`config.mk`:
```
export PLATFORM = sky130hd
export DESIGN_NAME = bb3_scale
export DESIGN_NICKNAME = d
export VERILOG_FILES = /design/src/design/box_blur_3x3_edge_aware_macros.svh /design/src/design/bb3_pkg.sv /design/src/design/bb3_scale.sv
export SDC_FILE = /design/constraint.sdc
export NUM_CORES = 1
export LEC_CHECK = 0
export BUFFER_PORTS_ARGS = -buffer_cell sky130_fd_sc_hd__buf_2
export CORE_MARGIN = 3
export CORE_UTILIZATION = 60
export DETAILED_ROUTE_END_ITERATION = 8
export PLACE_DENSITY = 0.83
export SETUP_SLACK_MARGIN = 0.5
export SYNTH_ARGS = -nofsm -noshare
export SYNTH_HDL_FRONTEND = slang
export SYNTH_SLANG_ARGS = --single-unit
```
`constraint.sdc`:
```
create_clock -name clk -period 8.9 [get_ports clk]
set_input_delay 1.335 -clock clk [delete_from_list [all_inputs] [get_ports clk]]
set_output_delay 1.335 -clock clk [all_outputs]
set_load 0.005 [all_outputs]
```
`src/design/box_blur_3x3_edge_aware_macros.svh`:
```
// ----------------------------------------------------------------------------
// box blur assertion macros
// shared property forms for the blur block checks
// ----------------------------------------------------------------------------
`ifndef BOX_BLUR_3X3_EDGE_AWARE_MACROS_SVH
`define BOX_BLUR_3X3_EDGE_AWARE_MACROS_SVH

// condition holds at every clock edge out of reset
`define BB3_ASSERT_ALWAYS(label, clk, rst, cond, msg) \
  label: assert property (@(posedge clk) disable iff (rst) (cond)) \
    else $error(msg);

// consequent holds in the same cycle as the antecedent
`define BB3_ASSERT_IMPLIES(label, clk, rst, ante, cons, msg) \
  label: assert property (@(posedge clk) disable iff (rst) (ante) |-> (cons)) \
    else $error(msg);

// consequent holds in the cycle after the antecedent
`define BB3_ASSERT_NEXT(label, clk, rst, ante, cons, msg) \
  label: assert property (@(posedge clk) disable iff (rst) (ante) |=> (cons)) \
    else $error(msg);

`endif

```
`src/design/bb3_pkg.sv`:
```
// ----------------------------------------------------------------------------
// bb3_pkg
// types and constants shared by the 3x3 box blur modules
// ----------------------------------------------------------------------------
package bb3_pkg;

  localparam int CFG_IDX_W      = 2;
  localparam int CFG_DATA_W     = 13;
  localparam int IMAGE_WIDTH_W  = 11;
  localparam int IMAGE_HEIGHT_W = 13;

  localparam logic [CFG_IDX_W-1:0] CFG_IMAGE_WIDTH  = 2'd0;
  localparam logic [CFG_IDX_W-1:0] CFG_IMAGE_HEIGHT = 2'd1;

  localparam logic [IMAGE_WIDTH_W-1:0]  IMAGE_WIDTH_RESET  = 11'd640;
  localparam logic [IMAGE_HEIGHT_W-1:0] IMAGE_HEIGHT_RESET = 13'd480;

  localparam logic KIND_PIXEL = 1'b0;
  localparam logic KIND_DRAIN = 1'b1;

  // sum of up to nine 8-bit values, and the count of summed pixels
  localparam int SUM_W = 12;
  localparam int CNT_W = 4;

  // mean = (2*sum + n) / (2*n) as ((2*sum + n) * M) >> RECIP_SHIFT
  localparam int RECIP_W     = 18;
  localparam int RECIP_SHIFT = 18;

  typedef struct packed {
    logic [7:0] red;
    logic [7:0] green;
    logic [7:0] blue;
  } pixel_t;

  // one line-store entry: rows two above and one above the incoming row
  typedef struct packed {
    pixel_t upper;
    pixel_t middle;
  } line_col_t;

  // which neighbourhood sides lie inside the frame
  typedef struct packed {
    logic left;
    logic right;
    logic top;
    logic bottom;
  } edge_mask_t;

  typedef enum logic [1:0] {
    ST_IDLE,
    ST_UPDATE,
    ST_SUM,
    ST_SCALE
  } state_t;

  // ceil(2^RECIP_SHIFT / (2*n)); exact for every dividend below 2^13
  function automatic logic [RECIP_W-1:0] recip_of(input logic [CNT_W-1:0] count);
    logic [RECIP_W-1:0] m;
    unique case (count)
      4'd1:    m = 18'd131072;
      4'd2:    m = 18'd65536;
      4'd3:    m = 18'd43691;
      4'd4:    m = 18'd32768;
      4'd6:    m = 18'd21846;
      4'd9:    m = 18'd14564;
      default: m = 18'd131072;
    endcase
    return m;
  endfunction

endpackage

```
`src/design/bb3_scale.sv`:
```
// ----------------------------------------------------------------------------
// bb3_scale
// rounded mean by reciprocal multiply, into the result register
// ----------------------------------------------------------------------------
module bb3_scale (
  input  logic                      clk,
  input  logic                      load,
  input  logic [bb3_pkg::SUM_W-1:0] red_sum,
  input  logic [bb3_pkg::SUM_W-1:0] green_sum,
  input  logic [bb3_pkg::SUM_W-1:0] blue_sum,
  input  logic [bb3_pkg::CNT_W-1:0] count,
  output logic [7:0]                red_mean,
  output logic [7:0]                green_mean,
  output logic [7:0]                blue_mean
);

  localparam int XW = bb3_pkg::SUM_W + 1;
  localparam int PW = XW + bb3_pkg::RECIP_W;

  logic [bb3_pkg::RECIP_W-1:0] recip;
  logic [XW-1:0] red_x;
  logic [XW-1:0] green_x;
  logic [XW-1:0] blue_x;
  logic [PW-1:0] red_prod;
  logic [PW-1:0] green_prod;
  logic [PW-1:0] blue_prod;

  assign recip = bb3_pkg::recip_of(count);

  // 2*sum + n, the rounding numerator
  assign red_x   = {red_sum,   1'b0} + XW'(count);
  assign green_x = {green_sum, 1'b0} + XW'(count);
  assign blue_x  = {blue_sum,  1'b0} + XW'(count);

  assign red_prod   = PW'(red_x)   * PW'(recip);
  assign green_prod = PW'(green_x) * PW'(recip);
  assign blue_prod  = PW'(blue_x)  * PW'(recip);

  always_ff @(posedge clk) begin
    if (load) begin
      red_mean   <= red_prod[bb3_pkg::RECIP_SHIFT +: 8];
      green_mean <= green_prod[bb3_pkg::RECIP_SHIFT +: 8];
      blue_mean  <= blue_prod[bb3_pkg::RECIP_SHIFT +: 8];
    end
  end

endmodule

```
# --- Word-level counts from Yosys, hierarchy flattened ---
# Cells that the tools add are included.
# Widths: inputs -> output; s select.
word_totals:
  mem_bits_rw: 0
  regBits: 24
  mem_bits_ro: 0
  memories: 0
  out_inout_bits: 24
  latchBits: 0
classes:
  n_lt_le_gt_ge: 0
  reduce_logical: 0
  shifts: 0
  n_addsub: 3
  muxes: 1
  mul: 3
  eq_ne: 5
  div: 0
  n_bitwise: 0
ops:
  columns: ["operator", "n"]
  rows:
  - ["$pmux 18 s5", 1]
  - ["$mul 13x18->26", 3]
  - ["$add 13x4->13", 3]
  - ["$eq 4x2->1 const B", 2]
  - ["$eq 4x3->1 const B", 2]
  - ["$eq 4x4->1 const B", 1]

# --- Longest topological paths before layout ---
depth:
  ltp_word: 3
  mapped_depth: 27
  mapped_depth_nobuf: 27

# --- Worst setup path after synthesis ---
# No wires, ideal clock.
synth_timing:
  path_kind: "in2reg"
  startpoint: "in count[2] (netlist name)"
  endpoint: "reg blue_mean[7], data pin"
  setup_time_ns: 0.260
  path_stages: 26
  n_path_buf: 2
  slack_ns: 1.508
  arrival_time_ns: 7.132
  cell_sequence: "buf_6 > nand3b_1 > inv_1 > nor2_1 > inv_1 > clkbuf_1 > nand2_1 > fa_1 > inv_1 > fa_1 > inv_1 > fa_1 > inv_1 > fa_1 > inv_1 > fa_1 > inv_1 > ha_1 > nand4_1 > nor2_1 > a211o_1 > a21oi_1 > a21oi_1 > a211o_1 > a21o_1 > xnor2_1"
synth_between:
  elab_chain_cells: 3
synth_lines:
  columns: ["element", "line_no", "text"]
  rows:
  - ["from (decl)", "bb3_scale.sv:11", "input logic [bb3_pkg::CNT_W-1:0] count,"]
  - ["branches (longest 2 deep; another with $add 13x4->13)", null, null]
  - ["$mul 13x18->26 (*)", "bb3_scale.sv:37", "assign blue_prod = PW'(blue_x) * PW'(recip);"]
  - ["net blue_prod[25]", "bb3_scale.sv:26", "logic [PW-1:0] blue_prod;"]
  - ["to (signal assigned)", "bb3_scale.sv:43", "blue_mean <= blue_prod[bb3_pkg::RECIP_SHIFT +: 8];"]
  - ["to (decl)", "bb3_scale.sv:14", "output logic [7:0] blue_mean"]
# Mark *: on every way through the listed nets, which the timed path passes.
# A chain may end at the register's enable or synchronous reset.

# --- Worst setup path in the final report ---
layout_timing:
  startpoint: "in count[3] (netlist name)"
  endpoint: "reg blue_mean[7], data pin"
# Same word-level chain as after synthesis.

==> flow_metrics.env <==
export IMPL_avgViaCountPerCell=5.34
export IMPL_synth_cell_types=49
export IMPL_status="finished, final reports clean"
export IMPL_met2_length_mm=21.8
export IMPL_yosys_area_top_type_share=0.519
export IMPL_ios=66
export IMPL_drc=0
export IMPL_power_density_nw_per_um2=100
export IMPL_fin_cells=2305
export IMPL_maxSlewHeadroom=0.482
export IMPL_path_class="in -> reg"
export IMPL_antenna_found_initial=2
export IMPL_met1_length_mm=18.5
export IMPL_nets=2583
export IMPL_tns_ns=0
export IMPL_critPathRequiredTime_ns=8.95
export IMPL_post_route_min_period_ns=8.06
export IMPL_p_leak_nw=10.4
export IMPL_wl_per_cell_um=19.9
export IMPL_grt_pass1_vias=14000
export IMPL_top_layer="met4"
export IMPL_fp_dieArea_sq_um=31000
export IMPL_arrival_ns=8.11
export IMPL_cts_buffer_depth=2
export IMPL_drive_gt1_frac=0.0530
export IMPL_cts_made_buffers=3
export IMPL_postSynthAreaPerCell_sq_um=9.38
export IMPL_gp_congestion=0.983
export IMPL_cts_sinks=24
export IMPL_die_x_um=176
export IMPL_io_buffers=65
export IMPL_worstHoldStart="load"
export IMPL_synth_top_flop_cell="edfxtp_1"
export IMPL_final_max_slew_viol_count=0
export IMPL_die_y_um=176
export IMPL_period_share=0.905
export IMPL_worst_pin_slew_ns=0.772
export IMPL_vias=12300
export IMPL_dp_hpwl_mm=41.4
export IMPL_start_util=0.617
export IMPL_postCtsSetupBuffers=0
export IMPL_yosys_cell_count_top_type="inv_1"
export IMPL_hold_viol_final=0
export IMPL_cts_clk_slew_worst_paths_ns=0.09
export IMPL_rsz0062_at_grt="false"
export IMPL_synth_seq_cells=24
export IMPL_critPathLaunchType="input port"
export IMPL_ys_warnings_count=0
export IMPL_synth_area_leader_cell="fa_1"
export IMPL_cp_end_kind="flip-flop"
export IMPL_htree_levels=1
export IMPL_wl_mm=45.8
export IMPL_rows=61
export IMPL_syn_area_sq_um=17400
export IMPL_route_antenna_remaining_nets=0
export IMPL_grt_overflow=0
export IMPL_setup_viol=0
export IMPL_ys_top_cells_by_count="inv_1 (636), fa_1 (450), ha_1 (165), nand2_1 (165), nor2_1 (114)"
export IMPL_tritoncts="done"
export IMPL_seq_area_frac_synth=0.0415
export IMPL_netlist_top_cells_area="fa_1 (52%), inv_1 (14%), ha_1 (12%)"
export IMPL_grt_use_total=0.316
export IMPL_grt_pass1_wl_mm=74.2
export IMPL_post_place_cells=2299
export IMPL_netlist_instances=1852
export IMPL_dr_wl_met3_mm=3.87
export IMPL_synth_edf_count=24
export IMPL_drtIter0Drc=849
export IMPL_grt_max_degree=29
export IMPL_hold_path_endpoint="blue_mean[6]$_DFFE_PP_"
export IMPL_synthArstFlopShare=0
export IMPL_min_path_cells=1
export IMPL_peakVddDrop_v=0.000118
export IMPL_area_delta_synth_final_pct=5.82
export IMPL_root_buffer="clkbuf_16"
export IMPL_drtPass1Iterations=5
export IMPL_core_area_sq_um=28200
export IMPL_fmax_mhz=124
export IMPL_ctsHoldBuffers=0
export IMPL_hold_class="in -> reg"
export IMPL_maxCapViolCount=0
export IMPL_crit_fanout=9
## layout make-up
cell class	count	area, sq um
Multi-Input combinational cell	1175	14200
Fill cell	2274	9790
Inverter	637	2390
Sequential cell	24	721
Timing Repair Buffer	85	475
Tap cell	378	473
Clock buffer	3	75.1
Clock inverter	1	30.0
Antenna cell	2	5.00
## what timing repair did
action,in CTS,in global routing
endpoints found under the hold margin,0,0
resized for setup,0,1
setup endpoints to repair,0,1
## state kept, by name (all words and copies together), names as in the netlist
| signal | flops |
|---|---|
| green_mean | 8 |
| blue_mean | 8 |
| red_mean | 8 |
## through the flow
| stage | setup WS, ns | util | hold slack [ns] | power, W | area (sq um) |
|---|---|---|---|---|---|
| detailed placement | 0.590 | 0.648 | 1.73 | 0.00169 | 18300 |
| finish | 0.844 | 0.652 | 1.65 | 0.00184 | 18400 |
| global placement | 0.788 | 0.648 | 1.73 | 0.00162 | 18300 |
| CTS | 0.891 | 0.652 | 1.67 | 0.00186 | 18400 |
| floorplan | 1.51 | - | 1.45 | 0.00126 | 17400 |
| global route | 0.513 | 0.652 | 1.68 | 0.00207 | 18400 |
## where the power goes
part           total [W]  leakage, nW  internal (W)  switching, W
clock           0.000152       0.0511     0.0000904     0.0000614
combinational    0.00147         10.1      0.000603      0.000868
sequential      0.000219        0.234      0.000205     0.0000138
total            0.00184         10.4      0.000898      0.000943
## how the worst max path moves through the flow
| stage | endpoint | start | cells past startpoint |
|---|---|---|---|
| 3_3_place_gp | blue_mean[7]$_DFFE_PP_ | count[1] | 25 |
| 4_1_cts | blue_mean[7]$_DFFE_PP_ | count[1] | 25 |
| 5_1_grt | blue_mean[7]$_DFFE_PP_ | count[3] | 24 |
| 3_5_place_dp | blue_mean[7]$_DFFE_PP_ | count[1] | 25 |
| 6_report | blue_mean[7]$_DFFE_PP_ | count[3] | 24 |
| 2_1_floorplan | blue_mean[7]$_DFFE_PP_ | count[2] | 26 |
## placed cells by master (no fill, tap or decap), types with 2 or more instances in the layout
cell	Yosys	final
a211o_1	2	2
a211oi_1	6	6
a21o_1	11	11
a21oi_1	30	30
and2_1	22	22
and3_1	9	9
and4_1	6	6
buf_2	1	65
buf_4	0	20
clkbuf_16	0	3
conb_1	2	12
diode_2	0	2
edfxtp_1	24	24
fa_1	450	450
ha_1	165	165
inv_1	636	636
nand2_1	165	165
nand2b_1	6	6
nand3_1	12	12
nand4_1	10	10
nor2_1	114	113
nor2b_1	5	5
nor3_1	4	3
nor4_1	2	2
o211ai_1	4	4
o21a_1	4	4
o21ai_0	9	9
o21ai_1	2	2
o22ai_1	2	2
or3_1	4	4
xnor2_1	61	60
xor2_1	41	41
## layer usage
metal	GRT usage	up-vias
met5	0	-
met4	0.0894	0
met3	0.0682	105
met2	0.524	540
met1	0.426	6240
li1	-	5423
## cell families after synthesis
group / count (synthesis) / synth area share
xor gates and xnor gates: 102 / 0.0515
and+or+nand+nor: 367 / 0.0948
buffers and inverters: 663 / 0.144
AOI/OAI and AO/OA: 79 / 0.0298
other: 2 / 0.000433
DFF: 24 / 0.0415
adders and majority gates: 615 / 0.638
## critical path, cell delays in order
cell     delay [ns]
buf_2          0.17
ha_1           0.39
o21ai_0        0.12
nor2_1         0.27
nand4_1        0.16
xnor2_1        0.64
nand2_1        0.40
fa_1           0.57
fa_1           0.58
inv_1          0.06
fa_1           0.47
fa_1           0.52
inv_1          0.06
fa_1           0.48
inv_1          0.04
ha_1           0.32
nand4_1        0.14
or3_1          0.33
a21oi_1        0.12
a21oi_1        0.09
a21oi_1        0.41
a211o_1        0.24
a21o_1         0.14
xnor2_1        0.06
Note: power is estimated with default switching activity, not from simulation.
