## config.mk

```make
export PLATFORM = sky130hd
export DESIGN_NAME = bb3_window
export DESIGN_NICKNAME = d
export VERILOG_FILES = /design/src/design/box_blur_3x3_edge_aware_macros.svh /design/src/design/bb3_pkg.sv /design/src/design/bb3_window.sv
export SDC_FILE = /design/constraint.sdc
export NUM_CORES = 1
export LEC_CHECK = 0
export ABC_AREA = 1
export BUFFER_PORTS_ARGS = -buffer_cell sky130_fd_sc_hd__buf_2
export CORE_UTILIZATION = 38
export CTS_CLUSTER_SIZE = 30
export DETAILED_ROUTE_END_ITERATION = 6
export GPL_TIMING_DRIVEN = 0
export PLACE_DENSITY = 0.54
export SYNTH_ARGS = -nofsm -noshare
export SYNTH_HDL_FRONTEND = slang
export SYNTH_SLANG_ARGS = --single-unit
```

## constraint.sdc

```tcl
create_clock -name clk -period 11.5 [get_ports clk]
set_input_delay 0.575 -clock clk [delete_from_list [all_inputs] [get_ports clk]]
set_output_delay 0.575 -clock clk [all_outputs]
set_load 0.1 [all_outputs]
```

## src/design/box_blur_3x3_edge_aware_macros.svh

```systemverilog
// ----------------------------------------------------------------------------
// box blur assertion macros
// shared property forms for the blur block checks
// ----------------------------------------------------------------------------
`ifndef BOX_BLUR_3X3_EDGE_AWARE_MACROS_SVH
`define BOX_BLUR_3X3_EDGE_AWARE_MACROS_SVH

// condition holds at every clock edge out of reset
`define BB3_ASSERT_ALWAYS(label, clk, rst, cond, msg) \
  label: assert property (@(posedge clk) disable iff (rst) (cond)) \
    else $error(msg);

// consequent holds in the same cycle as the antecedent
`define BB3_ASSERT_IMPLIES(label, clk, rst, ante, cons, msg) \
  label: assert property (@(posedge clk) disable iff (rst) (ante) |-> (cons)) \
    else $error(msg);

// consequent holds in the cycle after the antecedent
`define BB3_ASSERT_NEXT(label, clk, rst, ante, cons, msg) \
  label: assert property (@(posedge clk) disable iff (rst) (ante) |=> (cons)) \
    else $error(msg);

`endif

```

## src/design/bb3_pkg.sv

```systemverilog
// ----------------------------------------------------------------------------
// bb3_pkg
// types and constants shared by the 3x3 box blur modules
// ----------------------------------------------------------------------------
package bb3_pkg;

  localparam int CFG_IDX_W      = 2;
  localparam int CFG_DATA_W     = 13;
  localparam int IMAGE_WIDTH_W  = 11;
  localparam int IMAGE_HEIGHT_W = 13;

  localparam logic [CFG_IDX_W-1:0] CFG_IMAGE_WIDTH  = 2'd0;
  localparam logic [CFG_IDX_W-1:0] CFG_IMAGE_HEIGHT = 2'd1;

  localparam logic [IMAGE_WIDTH_W-1:0]  IMAGE_WIDTH_RESET  = 11'd640;
  localparam logic [IMAGE_HEIGHT_W-1:0] IMAGE_HEIGHT_RESET = 13'd480;

  localparam logic KIND_PIXEL = 1'b0;
  localparam logic KIND_DRAIN = 1'b1;

  // sum of up to nine 8-bit values, and the count of summed pixels
  localparam int SUM_W = 12;
  localparam int CNT_W = 4;

  // mean = (2*sum + n) / (2*n) as ((2*sum + n) * M) >> RECIP_SHIFT
  localparam int RECIP_W     = 18;
  localparam int RECIP_SHIFT = 18;

  typedef struct packed {
    logic [7:0] red;
    logic [7:0] green;
    logic [7:0] blue;
  } pixel_t;

  // one line-store entry: rows two above and one above the incoming row
  typedef struct packed {
    pixel_t upper;
    pixel_t middle;
  } line_col_t;

  // which neighbourhood sides lie inside the frame
  typedef struct packed {
    logic left;
    logic right;
    logic top;
    logic bottom;
  } edge_mask_t;

  typedef enum logic [1:0] {
    ST_IDLE,
    ST_UPDATE,
    ST_SUM,
    ST_SCALE
  } state_t;

  // ceil(2^RECIP_SHIFT / (2*n)); exact for every dividend below 2^13
  function automatic logic [RECIP_W-1:0] recip_of(input logic [CNT_W-1:0] count);
    logic [RECIP_W-1:0] m;
    unique case (count)
      4'd1:    m = 18'd131072;
      4'd2:    m = 18'd65536;
      4'd3:    m = 18'd43691;
      4'd4:    m = 18'd32768;
      4'd6:    m = 18'd21846;
      4'd9:    m = 18'd14564;
      default: m = 18'd131072;
    endcase
    return m;
  endfunction

endpackage

```

## src/design/bb3_window.sv

```systemverilog
// ----------------------------------------------------------------------------
// bb3_window
// 3x3 pixel window with edge-masked per-channel sums
// ----------------------------------------------------------------------------
module bb3_window (
  input  logic                          clk,
  input  logic                          shift,
  input  bb3_pkg::pixel_t               col_top,
  input  bb3_pkg::pixel_t               col_mid,
  input  bb3_pkg::pixel_t               col_new,
  input  logic                          sum_en,
  input  bb3_pkg::edge_mask_t           mask,
  output logic [bb3_pkg::SUM_W-1:0]     red_sum,
  output logic [bb3_pkg::SUM_W-1:0]     green_sum,
  output logic [bb3_pkg::SUM_W-1:0]     blue_sum,
  output logic [bb3_pkg::CNT_W-1:0]     count
);

  // index = column * 3 + row, column 2 newest
  bb3_pkg::pixel_t win [9];

  logic [bb3_pkg::SUM_W-1:0] red_acc;
  logic [bb3_pkg::SUM_W-1:0] green_acc;
  logic [bb3_pkg::SUM_W-1:0] blue_acc;
  logic [bb3_pkg::CNT_W-1:0] count_acc;

  always_ff @(posedge clk) begin
    if (shift) begin
      for (int i = 0; i < 6; i++) begin
        win[i] <= win[i+3];
      end
      win[6] <= col_top;
      win[7] <= col_mid;
      win[8] <= col_new;
    end
  end

  always_comb begin
    logic take;
    red_acc   = '0;
    green_acc = '0;
    blue_acc  = '0;
    count_acc = '0;
    take      = 1'b0;
    for (int c = 0; c < 3; c++) begin
      for (int r = 0; r < 3; r++) begin
        take = !((c == 0 && !mask.left) || (c == 2 && !mask.right) ||
                 (r == 0 && !mask.top)  || (r == 2 && !mask.bottom));
        if (take) begin
          red_acc   = red_acc   + bb3_pkg::SUM_W'(win[3*c+r].red);
          green_acc = green_acc + bb3_pkg::SUM_W'(win[3*c+r].green);
          blue_acc  = blue_acc  + bb3_pkg::SUM_W'(win[3*c+r].blue);
          count_acc = count_acc + bb3_pkg::CNT_W'(1);
        end
      end
    end
  end

  always_ff @(posedge clk) begin
    if (sum_en) begin
      red_sum   <= red_acc;
      green_sum <= green_acc;
      blue_sum  <= blue_acc;
      count     <= count_acc;
    end
  end

endmodule

```

After elaboration in Yosys (flattened, before gate mapping)
Memories as Yosys holds them, arrays and structs flattened.
Cells that the tools add are included.
{"block": "op_classes", "addsub": 32, "muxes": 34, "reduce_logical": 8}
{"op": "12-bit by 8-bit adder with 12-bit output", "count": 24}
{"op": "12-bit two-way mux", "count": 21}
{"op": "4-bit by 1-bit adder with 4-bit output (second input constant)", "count": 8}
{"op": "4-bit two-way mux", "count": 7}
{"op": "8-bit two-way mux", "count": 3}
{"op": "1-bit zero test", "count": 4}
{"op": "1-bit logical OR", "count": 4}
{"op": "1-bit two-way mux", "count": 3}
{"block": "totals", "mem_bits_rw": 216, "n_memories": 1, "output_inout_bits": 40, "reg_bits": 40}
{"memory": "win", "depth": 9, "word_bits": 24, "rd": 9, "rd_clocked_by_memory_dff": 0, "wr": 9, "line": "bb3_window.sv:20", "text": "bb3_pkg::pixel_t win [9];"}

Longest topological paths before layout
Gate-level depths: netlist of run 1.
{"block": "depth", "ltp_word": 18, "ltp_mapped": 55, "depth_no_buf": 54}

Worst setup path after synthesis of run 1
OpenSTA, ideal clock, no wires.
{"block": "synth_timing", "kind": "input-to-reg", "startpoint": "input mask[1] (netlist name)", "endpoint": "register blue_sum[11] (netlist name), data pin", "slack_ps": 2670, "required_ps": 11248, "arrival_time_ps": 8578, "path_stages": 42, "path_cell_list": "buf_4 nand2_2 clkbuf_1 nor2_1 ha_1 inv_1 fa_1 nor2_1 inv_1 fa_1 inv_1 o21ai_0 fa_1 o21ai_0 inv_1 fa_1 fa_1 or2_2 [... 6 more ...] fa_1 o31ai_1 xor2_1 o21ai_0 ha_1 inv_1 o31ai_1 a21oi_1 o21ai_0 nand2_1 nand2_1 nand2_1 nor2_2 nand3_2 a21oi_2 inv_1 nand2_1 nand2_1"}
{"block": "synth_via", "elab_chain_cells": 18, "word_cells_on_any_way": 19}
{"element": "from (decl)", "line": "bb3_window.sv:12", "text": "input bb3_pkg::edge_mask_t mask,"}
{"element": "1-bit zero test"}
{"element": "1-bit logical OR", "line": "bb3_window.sv:47", "text": "take = !((c == 0 && !mask.left) || (c == 2 && !mask.right) ||"}
{"element": "8-bit two-way mux", "line": "bb3_window.sv:49", "text": "if (take) begin"}
{"element": "12-bit by 8-bit adder with 12-bit output", "line": "bb3_window.sv:52", "text": "blue_acc = blue_acc + bb3_pkg::SUM_W'(win[3*c+r].blue);"}
{"element": "12-bit two-way mux", "line": "bb3_window.sv:49"}
{"element": "12-bit by 8-bit adder with 12-bit output", "line": "bb3_window.sv:52"}
{"element": "12-bit two-way mux", "line": "bb3_window.sv:49"}
{"element": "12-bit by 8-bit adder with 12-bit output", "line": "bb3_window.sv:52"}
{"element": "[... 3 more ...]"}
{"element": "12-bit two-way mux", "line": "bb3_window.sv:49"}
{"element": "12-bit by 8-bit adder with 12-bit output", "line": "bb3_window.sv:52"}
{"element": "12-bit two-way mux (*)", "line": "bb3_window.sv:49"}
{"element": "12-bit by 8-bit adder with 12-bit output", "line": "bb3_window.sv:52"}
{"element": "12-bit two-way mux (*)", "line": "bb3_window.sv:49"}
{"element": "12-bit by 8-bit adder with 12-bit output", "line": "bb3_window.sv:52"}
{"element": "12-bit two-way mux (*)", "line": "bb3_window.sv:49"}
{"element": "via blue_acc (one bit)", "line": "bb3_window.sv:24", "text": "logic [bb3_pkg::SUM_W-1:0] blue_acc;"}
{"element": "to (signal assigned)", "line": "bb3_window.sv:63", "text": "blue_sum <= blue_acc;"}
{"element": "to (decl)", "line": "bb3_window.sv:15", "text": "output logic [bb3_pkg::SUM_W-1:0] blue_sum,"}
Mark *: on every way through the listed nets, which the timed path passes. The rest lies on a longest branch.
A chain may end at the register's enable or synchronous reset.

Final worst setup path of run 1
{"block": "layout_timing", "startpoint": "input mask[3] (netlist name)", "endpoint": "register blue_sum[11] (netlist name), data pin"}
{"block": "layout_via", "elab_chain_cells": 18, "word_cells_on_any_way": 19}
{"element": "1-bit zero test"}
{"element": "1-bit logical OR", "line": "bb3_window.sv:47"}
{"element": "8-bit two-way mux", "line": "bb3_window.sv:49"}
{"element": "12-bit by 8-bit adder with 12-bit output", "line": "bb3_window.sv:52"}
{"element": "12-bit two-way mux", "line": "bb3_window.sv:49"}
{"element": "12-bit by 8-bit adder with 12-bit output", "line": "bb3_window.sv:52"}
{"element": "12-bit two-way mux (*)", "line": "bb3_window.sv:49"}
{"element": "12-bit by 8-bit adder with 12-bit output", "line": "bb3_window.sv:52"}
{"element": "[... 3 more ...]"}
{"element": "12-bit two-way mux (*)", "line": "bb3_window.sv:49"}
{"element": "12-bit by 8-bit adder with 12-bit output", "line": "bb3_window.sv:52"}
{"element": "12-bit two-way mux (*)", "line": "bb3_window.sv:49"}
{"element": "12-bit by 8-bit adder with 12-bit output", "line": "bb3_window.sv:52"}
{"element": "12-bit two-way mux (*)", "line": "bb3_window.sv:49"}
{"element": "12-bit by 8-bit adder with 12-bit output", "line": "bb3_window.sv:52"}
{"element": "12-bit two-way mux (*)", "line": "bb3_window.sv:49"}
{"element": "via blue_acc (one bit)", "line": "bb3_window.sv:24"}
Marks and branches as above.

==> results.md, run 1 <==
- WL met2: 22.3 mm
- Cell repeated most along the worst path: inv_1
- Status: finished, final reports clean
- Die X: 223 µm
- Largest area contributor in the netlist: edfxtp_1
- Via Count: 14900
- Routed WL: 51.5 mm
- Synth area leaders: edfxtp_1 (41%), ha_1 (13%), nand2_1 (10%)
- FF+latch count, synth: around 260
- CTS tree: done
- Post-layout minimum cycle time: 10.03 ns
- Pins over their slew limit: 0
- Syn Inst Count: 2168
- Setup TNS: 0 ns
- P&R area growth vs syn: 12.1%
- Critical Path Source: mask[3]
- Metal3 WL: between 2 and 2.5 mm
- PwrDens: between 200 and 250 nW/µm²
- DR WL/cell: 17.4 µm
- Final Util: 0.435
- Fmax: 99.7 MHz
- IO Pins: ~120
- Clk_lat worst skew: between 0.5 and 0.6 ns
- Num Clock Sinks: 256
- Largest stage delay on the critical path: 0.61 ns
- Period utilization: 0.872
- Vias in the first global route: 14300
- Setup Crit Path Kind: in -> reg
- Design Power: around 4600 µW
- Layout cell share with drive strength beyond 1: 0.0984
- Worst Min Path Start: col_top[6]
- RR Endpoint: blue_sum[11]
- Static leakage: 0.00975 µW
- Worst path buffer plus inverter count: 12
- TritonCTS Buffers: 28
- Final setup fails: 0
- Total gr overflow: 0
- Comb pwr share: 0.537
- ANT cells: 0
- CORE AREA: 48000 µm²
- Worst reg2reg path depth: 40
- Initial antenna violation count: 1
- Synth warnings: 0
- MaxCap Viol Count: 0
- Die area: approximately 50000 µm²
- Cts repair resizes: 0
- Post-CTS Setup Inserts: 0
- RSZ-0062 raised after global routing: false
- Global-route wire length before repair: 79.0 mm
- Detailed placer's ending HPWL: roughly 42 mm
- Crit end category: register
- Num rows: 80
- Final hold violation count: 0
- Antenna-violating nets left: 0
- Residual DRC count: 0
- GRT Util Overall: 0.206
- Worst Hold End: win[0][150]
- Syn_nets: 2468
- I/O Buffers: 117
- DIE HEIGHT: ~220 µm
- Slew @ Worst Pin: between 0.9 and 1 ns
- Bufs on Longest Clock Path: 3
- DR pass1 iterations: 6
- Ys flop type: edfxtp_1
- Register area share after synthesis: 0.413
- Net Sw Frac: 0.459
- Worst Path Max Fanout: 10
- Clock transition at path regs: roughly 0.070 ns
- Number of synthesized flops with an enable pin: 256
- Slowest CP cell: fa_1
- Hold depth: 1
- Area share of the largest cell type after synthesis: 0.413
- Peak supply drop: 0.000163 V
- R2R Setup Slk: slightly above 2 ns
- DRT iter0 DRCs: slightly above 900
- Via density: 5.06
- Max layer used: met5
- FF-to-FF Start: win[0][0]
- Synth unique cells: 44
- CP Data Required Time: 11.83 ns
- Routability Congestion: 0.885
- Pin count of the biggest net entering global routing: 113
- Synthesized area: 18600 µm²
- # hold bufs at CTS: 0
- Register share of total power: 0.271
- Worst setup SP type: input pin
- Slew headroom: 0.379
- Delay-heaviest family, CP: adder cells
- Int Pwr: 2480 µW
- Met1 WL: around 25 mm
- Initial core utilization: 0.388
- Arr. time, crit path: 10.36 ns
- Setup Skew: roughly 0.013 ns
- CTS H-tree depth: 1
- Proportion of power drawn by the clock network: 0.191
- Root buffer cell: clkbuf_16
- Min-Delay Path Class: in -> reg
- Synthesized area per cell: 8.59 µm²
- Fraction of registers with async set/reset: 0
- NumNets Final: 2616
- Switching power: between 2000 and 2500 µW
## cell families (layout without fill, tap and decap cells)
group,count (synthesis),after routing,synth area share
AO/OA/AOI/OAI,416,416,0.120
XOR/XNOR,108,108,0.0508
adder cells (fa/ha/maj),221,221,0.158
buffers and inverters,346,515,0.0702
flip-flops,256,256,0.413
AND/OR/NAND/NOR,821,821,0.189
## worst register-to-register path, delay by kind of cell (launching register included)
family | cells | cell delay, ns
and+or+nand+nor | 11 | 1.41
AOI/OAI and AO/OA | 10 | 2.47
buffers and inverters | 9 | 0.75
adders and majority gates | 9 | 4.00
xor gates and xnor gates | 1 | 0.20
DFF | 1 | 0.36
## flip-flops by register name, summed over array words and instances (netlist names)
register and cells:
green_sum 12, blue_sum 12, red_sum 12, count 4, win 216
## stage by stage
step | area [µm²] | hold WS, ns | worst slack (ns) | std cells
2_1_floorplan | 18600 | 0.433 | 2.67 | 2168
3_3_place_gp | 20000 | 0.442 | 0.867 | 2900
3_5_place_dp | 20000 | 0.443 | 0.859 | 2901
4_1_cts | 20900 | 0.144 | 1.38 | 2952
5_1_grt | 20900 | 0.156 | 0.673 | 2952
6_report | 20900 | 0.169 | 1.47 | 2952
## synthesized netlist by cell type (all sizes together), types with 2 or more instances
cell type  number
o21a            4
a21oi         156
o22ai           3
o31ai          11
ha            197
o21ai         197
nand3b          5
edfxtp        256
xor2           63
nor2          118
o21bai          9
a31oi          17
clkinv          3
nand4          17
nand3         116
a211oi          5
nor3           16
a21o            7
and2            2
nand2         533
or2            13
fa             24
clkbuf         31
inv           302
a21boi          4
buf            10
xnor2          45
## metal layers
| metal | GRT usage | vias up |
|---|---|---|
| met3 | 0.0171 | 81 |
| met4 | 0.0652 | 2 |
| met2 | 0.326 | 351 |
| met5 | 0 | - |
| li1 | - | 7613 |
| met1 | 0.299 | 6901 |
## cells in the final DEF (no fill, tap or decap), drive strengths merged
master / count
fa: 24
a31oi: 17
nor2: 118
nand3: 116
o31ai: 11
inv: 303
clkinv: 15
a21oi: 156
nand2: 533
a21boi: 4
nor3: 16
o21bai: 9
bufinv: 1
xor2: 63
nand4: 17
o211ai: 1
a21o: 7
xnor2: 45
or2: 13
clkinvlp: 2
clkbuf: 66
o21ai: 197
nor3b: 1
buf: 128
and2: 2
edfxtp: 256
nand3b: 5
a211oi: 5
ha: 197
o21a: 4
o22ai: 3
a22o: 1
o221ai: 1
## power groups by stage
stage	clock [µW]	combinational, µW	sequential, µW
6_report	876	2460	1240
3_5_place_dp	0	2430	1260
3_3_place_gp	0	2380	1260
4_1_cts	898	2450	1240
2_1_floorplan	0	1600	1580
5_1_grt	924	2760	1250
## layout make-up
type                            count  area (µm²)
Multi-Input combinational cell   1566        9630
Timing Repair Buffer              118         623
Fill cell                        4708       27200
Clock buffer                       35         748
Sequential cell                   256        7690
Tap cell                          615         769
Clock inverter                     16         119
Buffer                             41         163
Inverter                          305        1140
## how the worst max path moves through the flow
stage                         endpoint  slack (ns)  cells past startpoint
after floorplan           blue_sum[11]        2.67                     42
after global placement    blue_sum[11]        0.87                     44
after detailed placement  blue_sum[11]        0.86                     41
after CTS                 blue_sum[11]        1.38                     44
after global routing      blue_sum[11]        0.67                     44
final                     blue_sum[11]        1.47                     41
Power figures use the tool's default switching activity.
==> run 2: changes to the inputs <==
--- a/config.mk
+++ b/config.mk
@@ -7,11 +7,13 @@
 export LEC_CHECK = 0
 export ABC_AREA = 1
 export BUFFER_PORTS_ARGS = -buffer_cell sky130_fd_sc_hd__buf_2
+export CORE_ASPECT_RATIO = 0.5
 export CORE_UTILIZATION = 38
 export CTS_CLUSTER_SIZE = 30
 export DETAILED_ROUTE_END_ITERATION = 6
 export GPL_TIMING_DRIVEN = 0
 export PLACE_DENSITY = 0.54
+export SETUP_SLACK_MARGIN = 0.1
 export SYNTH_ARGS = -nofsm -noshare
 export SYNTH_HDL_FRONTEND = slang
 export SYNTH_SLANG_ARGS = --single-unit
==> constraint.sdc (replaced) <==
create_clock -name clk -period 11.5 [get_ports clk]
set_input_delay 1.15 -clock clk [delete_from_list [all_inputs] [get_ports clk]]
set_output_delay 1.15 -clock clk [all_outputs]
set_load 0.1 [all_outputs]
==> run 2 against run 1 <==
Via count rose by 0.33%; register-to-register slack better by 0.03 ns; design area is 0.55% higher; critical endpoint is now red_sum[11]; largest power group unchanged.
==> results.md, run 2 (synthesis results as in run 1) <==
- Metal3 WL: 3.77 mm (+71%)
- Register bank with the most flops: win
- Final hold violation count: 0 (unchanged)
- Met1 WL: 26.6 mm (+4.4%)
- Max reg flops: 216 (unchanged)
- Hold WS: 0.456 ns (+0.287 ns)
- Crit end category: register
- Num Clock Sinks: 256 (unchanged)
- Period utilization: 0.924 (+0.0512)
- DIE HEIGHT: 159 µm (-29%)
- Worst path buffer plus inverter count: 8 (-4)
- Hold depth: 0 (-1)
- P&R area growth vs syn: 12.7%
- Detailed placer's ending HPWL: 42.5 mm (+1.8%)
- Cell repeated most along the worst path: nand2_1
- PwrDens: 222 nW/µm² (+1.5%)
- Routed WL: 55.0 mm (+6.8%)
- CORE AREA: 47600 µm² (-0.98%)
- Fmax: 94.1 MHz (-5.5%)
- CP Data Required Time: 11.81 ns (-0.02 ns)
- RR Endpoint: blue_sum[11]
- Final Util: 0.441 (+0.00672)
- Worst Min Path Start: win[0][199]
- FF-to-FF Start: win[0][0]
- Slew headroom: 0.268 (-0.111)
- CTS H-tree depth: 1 (unchanged)
- Peak supply drop: 0.000139 V (-14%)
- Total gr overflow: 0 (unchanged)
- Worst reg2reg path depth: 40 (unchanged)
- Antenna-violating nets left: 0 (unchanged)
- DR pass1 iterations: 5 (-1)
- Placed Area: 20000 µm² (+0.14%)
- Post-CTS Setup Inserts: 0 (unchanged)
- Fin area: 21000 µm² (+0.55%)
- Setup Skew: 0.0197 ns (+0.00652 ns)
- Final setup fails: 0 (unchanged)
- TritonCTS Buffers: 27 (-3.6%)
- Delay-heaviest family, CP: buffers and inverters
- Initial antenna violation count: 2 (+1)
- Pin count of the biggest net entering global routing: 119 (+5.3%)
- Pins over their slew limit: 0 (unchanged)
- Via density: 5.04 (-0.41%)
- WL met2: 23.6 mm (+6.1%)
- Max layer used: met4
- Commonest non-fill, non-tap cell in the layout: nand2_1
- RSZ-0062 raised after global routing: false
- Setup TNS: 0 ns (unchanged)
- Largest stage delay on the critical path: 0.55 ns (-0.06 ns)
- Residual DRC count: 0 (unchanged)
- Via Count: 15000 (+0.33%)
- Most frequent cells in the layout: nand2_1 (504), inv_1 (297), edfxtp_1 (256)
- Slowest CP cell: clkdlybuf4s15_1
- MaxCap Viol Count: 0 (unchanged)
- Clock transition at path regs: 0.07 ns (about the same)
- Status: finished, final reports clean
- Post-layout minimum cycle time: 10.62 ns (+0.589 ns)
- Min-Delay Path Class: reg -> reg
- Worst Path Max Fanout: 10 (unchanged)
- R2R Setup Slk: 2.08 ns (+0.03 ns)
- Arr. time, crit path: 10.94 ns (+0.58 ns)
- Initial core utilization: 0.392 (+0.00383)
- DRT iter0 DRCs: 1256 (+37%)
- GRT Util Overall: 0.223 (+0.0161)
- IO Pins: 119 (unchanged)
- Layout cell share with drive strength beyond 1: 0.101 (+0.00308)
- Clk_lat worst skew: 0.58 ns (about the same)
- DR WL/cell: 18.5 µm (+6.0%)
- Setup Crit Path Kind: in -> reg
- CTS tree: done
- NumNets Final: 2614 (-0.076%)
- Worst Hold End: win[0][127]
- Routability Congestion: 0.919 (+3.9%)
- Slew @ Worst Pin: 1.10 ns (+0.166 ns)
- Num rows: 56 (-30%)
- Root buffer cell: clkbuf_16
- Worst setup SP type: input pin
- Bufs on Longest Clock Path: 3 (unchanged)
- Global-route wire length before repair: 82.4 mm (+4.3%)
- Static leakage: 0.00981 µW (+0.64%)
- Die area: 50000 µm² (+0.11%)
- I/O Buffers: 117 (unchanged)
- Vias in the first global route: 14200 (-0.43%)
- Die X: 315 µm (+41%)
## run 2: cell count changes in the layout (fill, tap and decap cells not counted), sizes merged
cell           before  now
clkinv             15   14
clkdlybuf4s15       0    1
buf               128  127
bufinv              1    6
clkinvlp            2    0
clkbuf             66   61
diode               0    1
inv               303  304
## run 2: report_power, final
| group | total [µW] | leakage (µW) | internal (µW) | switching (µW) |
|---|---|---|---|---|
| logic | 2470 | 0.00683 | 821 | 1650 |
| clock network | 967 | 0.000465 | 566 | 401 |
| registers | 1240 | 0.00251 | 1170 | 61.9 |
| total | 4670 | 0.00981 | 2560 | 2110 |
## run 2: how the worst max path moves through the flow
stage,endpoint,from,cells past startpoint,slack [ns]
3_3_place_gp,blue_sum[11],mask[0],47,-0.13
2_1_floorplan,blue_sum[11],mask[1],42,2.09
3_5_place_dp,red_sum[11],mask[0],45,-0.16
6_report,red_sum[11],mask[0],45,0.88
4_1_cts,blue_sum[11],mask[0],47,0.47
5_1_grt,blue_sum[11],mask[3],42,0.12
## run 2: per-stage QoR
step | total power [µW] | instances | setup slack (ns)
after CTS | 4680 | 2974 | 0.465
after floorplan | 3180 | 2168 | 2.09
after detailed placement | 3700 | 2924 | -0.161
after global routing | 5040 | 2974 | 0.124
after global placement | 3670 | 2923 | -0.134
final | 4670 | 2974 | 0.879
## run 2: layout make-up
class / instances / area, µm²
Multi-Input combinational cell: 1566 / 9630
Fill cell: 4647 / 26600
Antenna cell: 1 / 2.50
Inverter: 305 / 1140
Clock inverter: 19 / 251
Tap cell: 638 / 798
Timing Repair Buffer: 118 / 623
Clock buffer: 31 / 691
Sequential cell: 256 / 7690
Buffer: 40 / 171
## run 2: per-layer routing
metal | vias to the layer above | global-route usage
met5 | - | 0
met4 | 0 | 0.0446
met3 | 63 | 0.0418
met2 | 362 | 0.348
met1 | 6948 | 0.320
li1 | 7624 | -
## run 2: what timing repair did
item                       CTS  global route
hold buffers                 0             0
setup endpoints to repair    0             7
gates resized for setup      0            15
==> run 3: changes to the inputs <==
--- a/config.mk
+++ b/config.mk
@@ -11,7 +11,6 @@
 export CORE_UTILIZATION = 38
 export CTS_CLUSTER_SIZE = 30
 export DETAILED_ROUTE_END_ITERATION = 6
-export GPL_TIMING_DRIVEN = 0
 export PLACE_DENSITY = 0.54
 export SETUP_SLACK_MARGIN = 0.1
 export SYNTH_ARGS = -nofsm -noshare
==> run 3 against run 2 <==
Register-to-register slack better by 0.48 ns; largest cell class unchanged; sequential power about the same; power down 3.0%; critical endpoint is now blue_sum[11]; setup slack better by 0.77 ns; clock power down 8.7%.
==> results.md, run 3 (synthesis results as in run 1) <==
- Routability Congestion: 0.866 (-5.8%)
- Initial antenna violation count: 2 (unchanged)
- Int Pwr: 2490 µW (-2.7%)
- Num rows: 56 (unchanged)
- Delay-heaviest family, CP: adder cells
- Non-filler cells, final: 2945 (-0.98%)
- Die area: 50000 µm² (unchanged)
- Proportion of power drawn by the clock network: 0.195 (-0.012)
- Max reg flops: 216 (unchanged)
- Routed WL: 47.8 mm (-13%)
- Arr. time, crit path: 10.17 ns (-0.77 ns)
- Worst path buffer plus inverter count: 10 (+2)
- Cts repair resizes: 0 (unchanged)
- CP Data Required Time: 11.81 ns (about the same)
- Total gr overflow: 0 (unchanged)
- Commonest non-fill, non-tap cell in the layout: nand2_1
- Initial core utilization: 0.392 (unchanged)
- DR WL/cell: 16.2 µm (-12%)
- Vias in the first global route: 14000 (-1.5%)
- I/O Buffers: 118 (+0.85%)
- R2R Setup Slk: 2.56 ns (+0.48 ns)
- # hold bufs at CTS: 0 (unchanged)
- CORE AREA: 47600 µm² (unchanged)
- Most frequent cells in the layout: nand2_1 (503), inv_1 (296), edfxtp_1 (256)
- Clk_lat worst skew: 0.57 ns (about the same)
- Static leakage: 0.00974 µW (-0.66%)
- Via Count: 14600 (-3.0%)
- Antenna-violating nets left: 0 (unchanged)
- Final setup fails: 0 (unchanged)
- PwrDens: 217 nW/µm² (-2.2%)
- Setup Crit Path Kind: in -> reg
- Slew @ Worst Pin: 0.956 ns (-0.142 ns)
- Residual DRC count: 0 (unchanged)
- Setup TNS: 0 ns (unchanged)
- Layout cell share with drive strength beyond 1: 0.104 (+0.00258)
- Hold WS: 0.456 ns (+0.000734 ns)
- P&R area growth vs syn: 11.8%
- DR pass1 iterations: 5 (unchanged)
- Bufs on Longest Clock Path: 3 (unchanged)
- Slew headroom: 0.363 (+0.0947)
- Final hold violation count: 0 (unchanged)
- Cells after DPL: 2897 (-0.92%)
- Register share of total power: 0.273 (+0.008)
- Fmax: 101 MHz (+7.8%)
- Post-layout minimum cycle time: 9.85 ns (-0.768 ns)
- CTS H-tree depth: 1 (unchanged)
- Via density: 4.94 (-2.0%)
- Min-Delay Path Class: reg -> reg
- Switching power: 2040 µW (-3.4%)
- Period utilization: 0.857 (-0.0668)
- RSZ-0062 raised after global routing: false
- Register bank with the most flops: win
- Setup Skew: 0.0174 ns (-0.00230 ns)
- Detailed placer's ending HPWL: 36.3 mm (-15%)
- CTS tree: done
- Root buffer cell: clkbuf_16
- Clock transition at path regs: 0.06 ns (about the same)
- Slowest CP cell: fa_1
- Global-route wire length before repair: 75.5 mm (-8.4%)
- Net Sw Frac: 0.450 (-0.00178)
- GRT Util Overall: 0.194 (-0.0282)
- Worst Path Max Fanout: 13 (+3)
- Pins over their slew limit: 0 (unchanged)
- Worst setup SP type: input pin
- Comb pwr share: 0.532 (+0.004)
- IO Pins: 119 (unchanged)
- DRT iter0 DRCs: 932 (-26%)
- NumNets Final: 2589 (-0.96%)
- Die X: 315 µm (unchanged)
- Peak supply drop: 0.000150 V (+8.1%)
- Largest stage delay on the critical path: 0.60 ns (+0.05 ns)
- Final Util: 0.438 (-0.00363)
- Status: finished, final reports clean
- Cell repeated most along the worst path: inv_1
- Crit end category: register
- MaxCap Viol Count: 0 (unchanged)
- TritonCTS Buffers: 28 (+3.7%)
- Num Clock Sinks: 256 (unchanged)
- Pin count of the biggest net entering global routing: 117 (-1.7%)
- DIE HEIGHT: 159 µm (unchanged)
- Post-CTS Setup Inserts: 0 (unchanged)
run 3: changes by cell type in the layout (fill, tap and decap cells not counted), sizes merged:
cell,previous run,this run
clkinvlp,0,1
clkdlybuf4s15,1,0
clkbuf,61,33
buf,127,132
bufinv,6,2
inv,304,302
run 3: layer usage:
| metal | routed length, µm | GRT usage | vias to the layer above |
|---|---|---|---|
| li1 | - | - | 7557 |
| met1 | 24500 | 0.283 | 6681 |
| met2 | 20100 | 0.302 | 254 |
| met3 | 1980 | 0.0268 | 62 |
| met4 | 1190 | 0.0479 | 0 |
| met5 | 0 | 0 | - |
run 3: path summary, 6_finish.rpt:
check,from,to,depth (start not counted)
hold reg to reg,win[0][192],win[0][120],0
setup reg to reg,win[0][0],blue_sum[11],40
hold / removal,win[0][192],win[0][120],0
setup / recovery,mask[1],blue_sum[11],42
run 3: area by class of cell:
class / count / area, µm²
inverters: 305 / 1140
clock buffers: 33 / 741
repair buffers: 132 / 706
multi-input cells: 1566 / 9630
diodes: 1 / 2.50
clock inverters: 14 / 115
flip-flops and latches: 256 / 7690
well taps: 638 / 798
fillers: 4696 / 26700
run 3: power groups by stage:
stage | clock, µW | combinational, µW | sequential (µW)
final | 883 | 2410 | 1240
after global routing | 946 | 2740 | 1240
after CTS | 911 | 2410 | 1240
after detailed placement | 0 | 2390 | 1260
after global placement | 0 | 2380 | 1250
after floorplan | 0 | 1600 | 1580
run 3: stage by stage:
| stage | instance area [µm²] | total power, µW | worst slack, ns |
|---|---|---|---|
| global placement | 20000 | 3630 | 1.19 |
| detailed placement | 20000 | 3650 | 1.05 |
| finish | 20800 | 4530 | 1.65 |
| global route | 20800 | 4930 | 0.793 |
| CTS | 20800 | 4560 | 1.63 |
| floorplan | 18600 | 3180 | 2.09 |
run 3: worst register-to-register path, delay by kind of cell (launching register included):
kind                     cells  cell delay [ns]
flip-flops                   1             0.36
AO/OA/AOI/OAI               10             2.23
XOR/XNOR                     1             0.16
buffers and inverters        9             0.70
adder cells (fa/ha/maj)      9             3.88
AND/OR/NAND/NOR             11             1.37
